[src/design/naa_pkg.sv]
package naa_pkg;

    typedef struct packed {
        logic [31:0] own_activity;
        logic [23:0] nbr_distance;
        logic [31:0] nbr_activity;
        logic        no_neighbours;
        logic        last_neighbour;
    } in_item_t;

    typedef struct packed {
        logic [2:0]  metric;
        logic [31:0] value;
        logic [31:0] diff;
        logic        value_valid;
        logic        query_last;
    } out_item_t;

    // Register indexes on the configuration port.
    localparam logic [2:0] REG_K_NEAREST  = 3'd0;
    localparam logic [2:0] REG_K_WEIGHTED = 3'd1;
    localparam logic [2:0] REG_RAMP_LOW   = 3'd2;
    localparam logic [2:0] REG_RAMP_HIGH  = 3'd3;
    localparam logic [2:0] REG_RAMP_INV   = 3'd4;
    localparam logic [2:0] REG_DIST_LIMIT = 3'd5;
    localparam logic [2:0] REG_DIFF_EN    = 3'd6;

    localparam logic [2:0] METRIC_DIST     = 3'd0;
    localparam logic [2:0] METRIC_KNN      = 3'd1;
    localparam logic [2:0] METRIC_CLOSEST  = 3'd2;
    localparam logic [2:0] METRIC_RAMP     = 3'd3;
    localparam logic [2:0] METRIC_WEIGHTED = 3'd4;

    // Neighbours beyond this count in one query are ignored.
    localparam logic [12:0] MAX_NEIGHBOURS = 13'd256;

    // Totals of one finished query, passed from front to back.
    typedef struct packed {
        logic        any;
        logic [31:0] query;
        logic [23:0] first_distance;
        logic [31:0] first_activity;
        logic [40:0] knn_sum;
        logic [8:0]  knn_count;
        logic [31:0] closest;
        logic [63:0] ramp_total;
        logic [47:0] ramp_wsum;
        logic [63:0] wt_total;
        logic [47:0] wt_wsum;
    } summary_t;

endpackage

[src/design/naa_queue.sv]
module naa_queue (
    input  logic              clk,
    input  logic              rst_n,
    input  logic              wr_valid,
    output logic              full,
    input  naa_pkg::summary_t wr_data,
    output logic              rd_valid,
    input  logic              rd_take,
    output naa_pkg::summary_t rd_data
);

    // Two-entry queue of query summaries.
    naa_pkg::summary_t mem_reg [2];
    logic       wp_reg, rp_reg;
    logic [1:0] cnt_reg;

    assign full     = cnt_reg == 2'd2;
    assign rd_valid = cnt_reg != 2'd0;
    assign rd_data  = mem_reg[rp_reg];

    always_ff @(posedge clk)
    begin
        if (wr_valid)
        begin
            mem_reg[wp_reg] <= wr_data;
        end
    end

    always_ff @(posedge clk or negedge rst_n)
    begin
        if (!rst_n)
        begin
            wp_reg <= 1'b0; rp_reg <= 1'b0; cnt_reg <= '0;
        end
        else
        begin
            if (wr_valid) wp_reg <= !wp_reg;
            if (rd_take)  rp_reg <= !rp_reg;
            cnt_reg <= cnt_reg + 2'(wr_valid) - 2'(rd_take);
        end
    end

endmodule

[config.mk]
export PLATFORM = sky130hd
export DESIGN_NAME = naa_queue
export DESIGN_NICKNAME = d
export VERILOG_FILES = /design/src/design/naa_pkg.sv /design/src/design/naa_queue.sv
export SDC_FILE = /design/constraint.sdc
export NUM_CORES = 1
export LEC_CHECK = 0
export BUFFER_PORTS_ARGS = -buffer_cell sky130_fd_sc_hd__clkbuf_2
export CAP_MARGIN = 20
export CORE_AREA = 4 4 308 310
export DETAILED_ROUTE_END_ITERATION = 16
export DIE_AREA = 0 0 312 314
export GPL_TIMING_DRIVEN = 0
export SYNTH_ARGS = -nofsm -noshare
export SYNTH_HDL_FRONTEND = slang
export SYNTH_SLANG_ARGS = --single-unit
[constraint.sdc]
create_clock -name clk -period 27.6 [get_ports clk]
set_clock_uncertainty 0.1 [all_clocks]
set_input_delay 1.38 -clock clk [delete_from_list [all_inputs] [get_ports clk]]
set_output_delay 1.38 -clock clk [all_outputs]
set_load 0.005 [all_outputs]
==> metrics.cfg <==
[outcome]
status=finished, final reports clean

[power_and_ir_drop]
power_density_mw_per_mm2=103
p_total_mw=3.85
p_clk_share_pct=28.8
irDropWorstVdd_uv=65.9
power_frac_comb_pct=28.7
seqPwrFrac_pct=42.6
p_int_mw=2.79
swShare_pct=27.5
p_leak_nw=14.2
p_switching_mw=1.06

[timing]
timing.final.crit_share_pct=13.8
hold_slack_ns=0.449
fmax_mhz=262
fin_ws_ns=23.78
worst_pin_slew_ns=0.973
rsz0062_at_grt=no
max_slew_margin_pct=35.0
drv_slew=0
final.min_clock_period_ns=3.82
fin_setup_tns_ns=0
setup_violations=0
final_hold_viol_count=0

[synth]
synth_xor_area_share_pct=0.143
synth_compound_area_share_pct=0
synthSimpleGateAreaFrac_pct=0.0868
synthCells=1244
muxShareOfSynthArea_pct=15.4
netlist_area_mm2=0.0288
ys_types=12
ys.warnings.count=0
synth_nets=1645
synth_seq_cells=794
synth_top_family_by_area=multiplexers
synth_fa_ha_area_share_pct=0.0868
avgSynthCellArea_um2=23.2
ys_seq_area_share_pct=82.6

[floorplanning]
fp.dieH_um=314
die_x_um=312
start_util_pct=31.5
die-area_mm2=0.0980
core-area_mm2=0.0917
ios=796
fp-row-count=111

[worst_setup_path]
cp-end-kind=flip-flop
cp_data_required_time_ns=27.80
critical_path_class=primary input to flip-flop
cp_data_arrival_time_ns=4.02
crit_fanout=33
start_kind=primary input

[place]
dp_worst_setup_slack_ns=23.09
portBuffers=795
place.gp.congestion=0.835
post-dp-hpwl_mm=52.6
placed_cells=3245

[clock_network]
ctsHoldBuffers=0
cts.sinks=794
ctsLongestPathBuffers=3
cts_resized=0
cts.clk_slew.worst_paths_ns=0.06
cts-root-buf=clkbuf_16
post_cts_buffers=0
worstSkewPairLatency_ns=0.62
htree_levels=3
cts_made_buffers=85
cts_tree=yes

[route]
drt-total-wl_mm=70.2
viasPerCell=4.42
vias=15035
firstDrtPassIters=7
drc_errors=0
drt_iter0_markers=786
antenna_left=0
wire_per_inst_um=20.6

[layout]
final_nets=2547
final_common_cell=clkbuf_2
drive_gt1_share_pct=62.4
fin_cells=3402
largest_register_ffs=790
area_growth_pct=30.2
layout_common_cells=clkbuf_2 (795), edfxtp_1 (790), mux2_2 (395)

[worst_hold_path]
hold_path_class=primary input to async pin

[grt]
grt_usage_pct=13.9
grt_pass1_wl_mm=103
grt_pass1_vias=16250
grt_max_degree=66
overflow=0
antenna_found_initial=8

[job]
drv_cap=0

## synthesized netlist by cell type
master    count  area (µm²)
and2_1        1        6.26
buf_2         5        25.0
buf_6        39         439
dfrtp_1       4         100
edfxtp_1    790       23700
ha_1          2        25.0
inv_1         2        7.51
mux2_2      395        4450
nor2b_1       2        12.5
or2_2         1        6.26
xor2_1        2        17.5
xor3_1        1        23.8
## cell families after synthesis
logic type,Yosys count
simple gates,4
buf+inv,46
xor+xnor,3
fa+ha+maj,2
flops,794
mux,395
## metrics by stage
step	area (µm²)	util, %
final	37500	41.0
after detailed placement	34800	37.9
after global placement	34300	37.4
after global routing	37500	40.9
after CTS	37500	40.9
after floorplan	28800	-
## worst max-delay path, stage by stage
cell	delay, ns
clkbuf_2	0.12
nor2b_4	0.81
buf_12	0.30
buf_12	0.24
buf_16	0.19
buf_12	0.23
buf_16	0.20
buf_12	0.21
buf_12	0.24
## power groups by stage
stage	registers [mW]	logic, mW	clock network, mW
after floorplan	1.80	0.594	0
after global placement	1.88	1.07	0
after detailed placement	1.67	1.13	0
after CTS	1.64	1.14	1.15
after global routing	1.66	1.19	1.20
final	1.64	1.10	1.11
## area by class of cell
class                   count  area (µm²)
clock inverters            44         455
flip-flops and latches    794       23800
plain buffers              44         464
clock buffers             107        2290
fillers                  8275       54100
well taps                1186        1480
inverters                   2        7.51
multi-input cells         404        4550
repair buffers            815        4450
diodes                      6        15.0
## per-layer routing
layer / part of all wire (%) / global-route usage, %
met4: 3.3 / 5.20
met3: 10 / 5.91
met1: 35 / 14.6
met2: 52 / 24.9
met5: 0.028 / 0
## final timing paths
kind / start / endpoint / slack [ns] / depth (start not counted)
worst min register to register: wp_reg / wp_reg / 0.45 / 1
max in group asynchronous: rst_n / cnt_reg[1] / 26.81 / 1
worst max register to register: wp_reg / mem_reg[0][146] / 24.26 / 8
min in group clk: wp_reg / wp_reg / 0.45 / 1
worst max-delay path: wr_valid / mem_reg[0][146] / 23.78 / 9
worst min-delay path: rst_n / wp_reg / 0.45 / 1
No activity file was read; power rests on OpenSTA's default activity.
