===== config.mk =====
export PLATFORM = sky130hd
export DESIGN_NAME = naa_back
export DESIGN_NICKNAME = d
export VERILOG_FILES = /design/src/design/naa_pkg.sv /design/src/design/naa_divider.sv /design/src/design/naa_back.sv
export SDC_FILE = /design/constraint.sdc
export NUM_CORES = 1
export LEC_CHECK = 0
export ABC_AREA = 1
export BUFFER_PORTS_ARGS = -buffer_cell sky130_fd_sc_hd__buf_2
export CAP_MARGIN = 10
export CORE_ASPECT_RATIO = 0.6
export CORE_MARGIN = 4
export CORE_UTILIZATION = 59
export CTS_CLUSTER_DIAMETER = 120
export DETAILED_ROUTE_END_ITERATION = 7
export GPL_ROUTABILITY_DRIVEN = 0
export PLACE_DENSITY_LB_ADDON = 0.12
export SLEW_MARGIN = 25
export SYNTH_ARGS = -nofsm -noshare
export SYNTH_HDL_FRONTEND = slang
export SYNTH_SLANG_ARGS = --single-unit

===== constraint.sdc =====
create_clock -name clk -period 5.5 [get_ports clk]
set_clock_uncertainty 0.1 [all_clocks]
set_input_delay 0.275 -clock clk [delete_from_list [all_inputs] [get_ports clk]]
set_output_delay 0.275 -clock clk [all_outputs]
set_load 0.01 [all_outputs]

===== src/design/naa_pkg.sv =====
package naa_pkg;

    typedef struct packed {
        logic [31:0] own_activity;
        logic [23:0] nbr_distance;
        logic [31:0] nbr_activity;
        logic        no_neighbours;
        logic        last_neighbour;
    } in_item_t;

    typedef struct packed {
        logic [2:0]  metric;
        logic [31:0] value;
        logic [31:0] diff;
        logic        value_valid;
        logic        query_last;
    } out_item_t;

    // Register indexes on the configuration port.
    localparam logic [2:0] REG_K_NEAREST  = 3'd0;
    localparam logic [2:0] REG_K_WEIGHTED = 3'd1;
    localparam logic [2:0] REG_RAMP_LOW   = 3'd2;
    localparam logic [2:0] REG_RAMP_HIGH  = 3'd3;
    localparam logic [2:0] REG_RAMP_INV   = 3'd4;
    localparam logic [2:0] REG_DIST_LIMIT = 3'd5;
    localparam logic [2:0] REG_DIFF_EN    = 3'd6;

    localparam logic [2:0] METRIC_DIST     = 3'd0;
    localparam logic [2:0] METRIC_KNN      = 3'd1;
    localparam logic [2:0] METRIC_CLOSEST  = 3'd2;
    localparam logic [2:0] METRIC_RAMP     = 3'd3;
    localparam logic [2:0] METRIC_WEIGHTED = 3'd4;

    // Neighbours beyond this count in one query are ignored.
    localparam logic [12:0] MAX_NEIGHBOURS = 13'd256;

    // Totals of one finished query, passed from front to back.
    typedef struct packed {
        logic        any;
        logic [31:0] query;
        logic [23:0] first_distance;
        logic [31:0] first_activity;
        logic [40:0] knn_sum;
        logic [8:0]  knn_count;
        logic [31:0] closest;
        logic [63:0] ramp_total;
        logic [47:0] ramp_wsum;
        logic [63:0] wt_total;
        logic [47:0] wt_wsum;
    } summary_t;

endpackage


===== src/design/naa_divider.sv =====
module naa_divider (
    input  logic        clk,
    input  logic        rst_n,
    input  logic        start,
    input  logic [63:0] num,
    input  logic [47:0] den,
    output logic        done,
    output logic [31:0] quot
);

    // Restoring division on magnitudes, one quotient bit a cycle.
    logic [63:0] q_reg;
    logic [63:0] rem_reg;
    logic [47:0] d_reg;
    logic        neg_reg, busy_reg, done_reg;
    logic [5:0]  bit_reg;

    always_ff @(posedge clk or negedge rst_n)
    begin
        if (!rst_n)
        begin
            busy_reg <= 1'b0; done_reg <= 1'b0; bit_reg <= '0;
        end
        else
        begin
            done_reg <= 1'b0;
            if (start)
            begin
                busy_reg <= 1'b1; bit_reg <= 6'd63;
            end
            else if (busy_reg)
            begin
                if (bit_reg == 6'd0)
                begin
                    busy_reg <= 1'b0; done_reg <= 1'b1;
                end
                bit_reg <= bit_reg - 6'd1;
            end
        end
    end

    always_ff @(posedge clk)
    begin
        logic [64:0] r;
        r = '0;
        if (start)
        begin
            q_reg   <= num[63] ? 64'(-num) : num;
            d_reg   <= den[47] ? 48'(-den) : den;
            neg_reg <= num[63] != den[47];
            rem_reg <= '0;
        end
        else if (busy_reg)
        begin
            r = {rem_reg, q_reg[63]};
            if (r >= {17'd0, d_reg})
            begin
                r = r - {17'd0, d_reg};
                q_reg <= {q_reg[62:0], 1'b1};
            end
            else
            begin
                q_reg <= {q_reg[62:0], 1'b0};
            end
            rem_reg <= r[63:0];
        end
    end

    assign done = done_reg;
    always_comb
    begin
        if (neg_reg)
        begin
            quot = (q_reg >= 64'h8000_0000) ? 32'h8000_0000 : 32'(-q_reg);
        end
        else
        begin
            quot = (q_reg >= 64'h8000_0000) ? 32'h7FFF_FFFF : q_reg[31:0];
        end
    end

endmodule


===== src/design/naa_back.sv =====
module naa_back (
    input  logic               clk,
    input  logic               rst_n,
    input  logic               q_valid,
    output logic               q_take,
    input  naa_pkg::summary_t  q_data,
    input  logic               diff_enable,
    output logic               out_valid,
    input  logic               out_stall,
    output naa_pkg::out_item_t out_data
);

    typedef enum logic [1:0] {S_IDLE, S_WAIT, S_SEND} state_t;

    state_t      state_reg;
    logic [2:0]  met_reg;
    logic [31:0] res_reg;
    logic        ok_reg;
    logic        ov_reg;
    naa_pkg::out_item_t od_reg;
    logic        dstart;
    logic        ddone;
    logic [31:0] dq;
    logic [63:0] dnum;
    logic [47:0] dden;
    logic        need_div;
    logic        div_ok;
    logic        send_fire;

    // Choose the operands for the current metric.
    always_comb
    begin
        dnum = '0; dden = '0; need_div = 1'b0; div_ok = q_data.any;
        case (met_reg)
            naa_pkg::METRIC_KNN:
            begin
                dnum = {{23{q_data.knn_sum[40]}}, q_data.knn_sum};
                dden = {39'd0, q_data.knn_count};
                need_div = q_data.any;
            end
            naa_pkg::METRIC_RAMP:
            begin
                dnum = q_data.ramp_total; dden = q_data.ramp_wsum;
                div_ok = q_data.any && q_data.ramp_wsum != '0;
                need_div = div_ok;
            end
            naa_pkg::METRIC_WEIGHTED:
            begin
                dnum = q_data.wt_total; dden = q_data.wt_wsum;
                div_ok = q_data.any && q_data.wt_wsum != '0;
                need_div = div_ok;
            end
            default: ;
        endcase
    end

    naa_divider u_div (
        .clk   (clk),
        .rst_n (rst_n),
        .start (dstart),
        .num   (dnum),
        .den   (dden),
        .done  (ddone),
        .quot  (dq)
    );

    function automatic logic [31:0] sat_sub(input logic [31:0] a, input logic [31:0] b);
        logic signed [32:0] s;
        s = $signed({a[31], a}) - $signed({b[31], b});
        if (s > 33'sd2147483647) return 32'h7FFF_FFFF;
        if (s < -33'sd2147483648) return 32'h8000_0000;
        return s[31:0];
    endfunction

    // A result moves into the output register when that register is free or draining.
    assign send_fire = state_reg == S_SEND && (!ov_reg || !out_stall);
    assign dstart = state_reg == S_IDLE && q_valid && need_div;
    assign q_take = send_fire && met_reg == naa_pkg::METRIC_WEIGHTED;

    // One result per metric; metrics one, three and four divide if the query has neighbours and a nonzero divisor.
    always_ff @(posedge clk or negedge rst_n)
    begin
        if (!rst_n)
        begin
            state_reg <= S_IDLE; met_reg <= naa_pkg::METRIC_DIST; ov_reg <= 1'b0;
            res_reg <= '0; ok_reg <= 1'b0; od_reg <= '0;
        end
        else
        begin
            if (send_fire) ov_reg <= 1'b1;
            else if (ov_reg && !out_stall) ov_reg <= 1'b0;
            unique case (state_reg)
                S_IDLE:
                begin
                    if (q_valid)
                    begin
                        ok_reg <= div_ok;
                        if (need_div)
                        begin
                            state_reg <= S_WAIT;
                        end
                        else
                        begin
                            res_reg <= (met_reg == naa_pkg::METRIC_DIST)
                                ? {8'd0, q_data.first_distance} : q_data.closest;
                            state_reg <= S_SEND;
                        end
                    end
                end
                S_WAIT:
                begin
                    if (ddone)
                    begin
                        res_reg <= dq; state_reg <= S_SEND;
                    end
                end
                S_SEND:
                begin
                    if (send_fire)
                    begin
                        od_reg.metric <= met_reg;
                        od_reg.value <= ok_reg ? res_reg : 32'd0;
                        od_reg.diff <= (ok_reg && diff_enable) ? sat_sub(
                            (met_reg == naa_pkg::METRIC_DIST) ? q_data.first_activity
                                                              : res_reg,
                            q_data.query) : 32'd0;
                        od_reg.value_valid <= ok_reg;
                        od_reg.query_last <= met_reg == naa_pkg::METRIC_WEIGHTED;
                        met_reg <= (met_reg == naa_pkg::METRIC_WEIGHTED)
                            ? naa_pkg::METRIC_DIST : met_reg + 3'd1;
                        state_reg <= S_IDLE;
                    end
                end
                default: state_reg <= S_IDLE;
            endcase
        end
    end

    assign out_valid = ov_reg;
    assign out_data  = od_reg;

endmodule


==> run summary <==
status = finished with violations
violated checks = negative hold slack
I/O pin cnt = 471
largest net degree at the start of global routing = 77
placed cell area = 30400 um2
Initial Utilization = 59.7%
Synth Area per Inst = 5.84 um2
Clock Tree Root = clkbuf_16
worst-skew pair later-pin latency = 0.59 ns
CP Data Required Time = 5.93 ns
WS Path Type = register to register
clock sinks = 293
total global routing overflow = 0
max reg flops = 69
Die Y = 176 um
Final nets = 5609
synth top area cells = nand2_1 22%, edfxtp_1 12%, dfrtp_1 10%, nand3_1 9.7%, inv_1 9.7%
Die X = 288 um
drt drc = 0
final wirelength = 106 mm
DR vias/cell = 5.77
critical path capture point type = register
top cell type's share of synthesized area = 21.9%
Synth Net Count = 5226
Post-synth EDFFs = 113
vias in the first global route = 28.9k
hpwl dp = 84.6 mm
Mapped Area = 27700 um2
max cap viols = 0
fin crit share = 86.9%
pwr dens = 659 nW/um2
final instance area = 31600 um2
Post-Synth Adder-Cell Area = 4.17%
CP max FO = 63
CP max stage delay = 0.73 ns
Lkg Pwr = 0.0175 uW
xor-xnor portion of the synthesized cell area = 3.58%
placed cells = 5703
CTS Buf Count = 30
yosys warns = 0
WL/cell = 18.4 um
Hold WS = -0.0126 ns
Post-CTS Setup Repair Bufs = 0
predominant post-synthesis flop cell = dfrtp_1
Max transition margin = 31.4%
DRT antenna net count = 0
total track usage = 40.0%
actual slew at the worst max-slew pin = 1.02 ns
Worst-path clk slew = 0.06 ns
Startpoint Class = register
Compound-Gate Fraction of Synth Area = 9.20%
Slew Limit Fails = 0
synthesized netlist cell count = 4735
clock buffer depth = 3
non-filler instance count after layout = 5775
asr flop ratio synth = 39.6%
slowest cell on the critical path = inv_2
IO Port Bufs = 470
Synth Register Bits = 293
CTS tree = yes
largest family of logic cells by synthesized area = simple AND/OR/NAND/NOR gates
Rows = 61
simple-gate area share of the yosys netlist = 43.1%
first-pass GRT wire length = 161 mm
core area = 46300 um2
RSZ-0062 raised after global routing = false
fin crit period = 4.78 ns
top cell type by total area after synthesis = nand2_1
Final Hold Fails = 1
register area share after synthesis = 27.4%
Pre-antenna DRT Iters = 7
htree depth = 1
Filler Cell Count = 4275
Setup TNS = 0 ns
fmax = 209 MHz
CP Cell Sequence = inv_4 -> nand2_1 -> inv_2 -> o21ai_0 -> fa_1 -> nand2_1 -> inv_1 -> nand2_1 -> nand2_1 -> nand2_1 -> nand2_1 -> nand2_1 -> nand2_1 -> nand2_1 -> nand2_1 -> nand2_1 -> nand2_1 -> nand2_1 -> nand2_1 -> nand2_1 -> nand2_1 -> nand2_1
initial antenna violation count = 5
most frequent cells in the layout = 1614 x nand2_1, 714 x inv_1, 538 x nand3_1
mux contribution to synthesized area = 0%
drt first-iter violations = 4943
worst hold-check path type = input pin to register
Vias = 33.3k
total die area = 50500 um2
leading cell type in the layout, fill and taps excluded = nand2_1
Worst VDD drop = 305 uV
WP data arrival = 5.21 ns
Final Power = 20800 uW
final setup vio count = 0
layout cells sized above 1 = 11.8%
most used cell, CP = nand2_1
Area Growth Syn to Fin = 14.2%
Yosys cell types = 46
-- layout make-up --
| type | count | area [um2] | share of cell area, % |
|---|---|---|---|
| clock buffers | 43 | 855 | 2.70 |
| inverters | 739 | 2780 | 8.80 |
| well taps | 630 | 788 | 2.49 |
| flip-flops and latches | 293 | 7580 | 24.0 |
| multi-input cells | 3543 | 16700 | 52.7 |
| clock inverters | 12 | 216 | 0.685 |
| diodes | 4 | 10.0 | 0.0317 |
| repair buffers | 511 | 2710 | 8.57 |
-- power breakdown --
group / switching [uW] / internal [uW]
sequential: 709 / 3410
clock: 914 / 1320
combinational: 10100 / 4350
total: 11700 / 9080
-- synthesized netlist by cell type (30+ instances only) --
| cell type | instances |
|---|---|
| dfrtp_1 | 116 |
| buf_2 | 40 |
| o22ai_1 | 44 |
| nand2_1 | 1617 |
| dfxtp_1 | 64 |
| inv_1 | 715 |
| nand3b_1 | 30 |
| nand3_1 | 538 |
| ha_1 | 89 |
| a21oi_1 | 114 |
| nand4_1 | 81 |
| nor2_1 | 502 |
| xor2_1 | 78 |
| clkbuf_1 | 106 |
| nor3_1 | 45 |
| o21ai_0 | 268 |
| edfxtp_1 | 113 |
| xnor2_1 | 35 |
-- final timing paths --
check	startpoint	endpoint	slack, ns	cells after the start
max in group asynchronous	rst_n	res_reg[12]	4.18	3
min in group asynchronous	rst_n	out_data[26]	0.12	2
min	q_data[354]	res_reg[16]	-0.01	5
max reg2reg	met_reg[2]	out_data[4]	0.72	22
max	met_reg[2]	out_data[4]	0.72	22
min reg2reg	out_data[28]	out_data[28]	0.38	2
-- stage by stage --
stage	utilization [%]	worst slack (ns)
after floorplan	-	1.48
after global placement	65.6	1.05
after detailed placement	65.6	0.876
after CTS	68.2	0.841
after global routing	68.2	0.249
final	68.2	0.719
-- per-layer routing --
| layer | global-route usage [%] | vias up | routed length, um |
|---|---|---|---|
| li1 | - | 15749 | - |
| met1 | 60.5 | 14854 | 45000 |
| met2 | 53.6 | 2446 | 40400 |
| met3 | 11.8 | 264 | 16600 |
| met4 | 13.1 | 0 | 4210 |
| met5 | 0 | - | 0 |
-- critical path: cells and delay by family (launching register included) --
family | cells | cell delay [ns]
AO/OA/AOI/OAI | 1 | 0.33
flip-flops | 1 | 0.42
adder cells (fa/ha/maj) | 1 | 0.48
buffers and inverters | 3 | 1.07
AND/OR/NAND/NOR | 17 | 2.24
-- repair_timing --
| item | in CTS | in global routing |
|---|---|---|
| setup endpoints to repair | 0 | 0 |
| gates resized for setup | 0 | 0 |
| hold buffers | 13 | 0 |
| hold endpoints to repair | 52 | 0 |
-- cells by family after synthesis --
| family | after synthesis |
|---|---|
| AO/OA/AOI/OAI | 479 |
| XOR/XNOR | 113 |
| adder cells (fa/ha/maj) | 91 |
| buffers and inverters | 899 |
| flip-flops | 293 |
| AND/OR/NAND/NOR | 2860 |
Power figures use the tool's default switching activity.
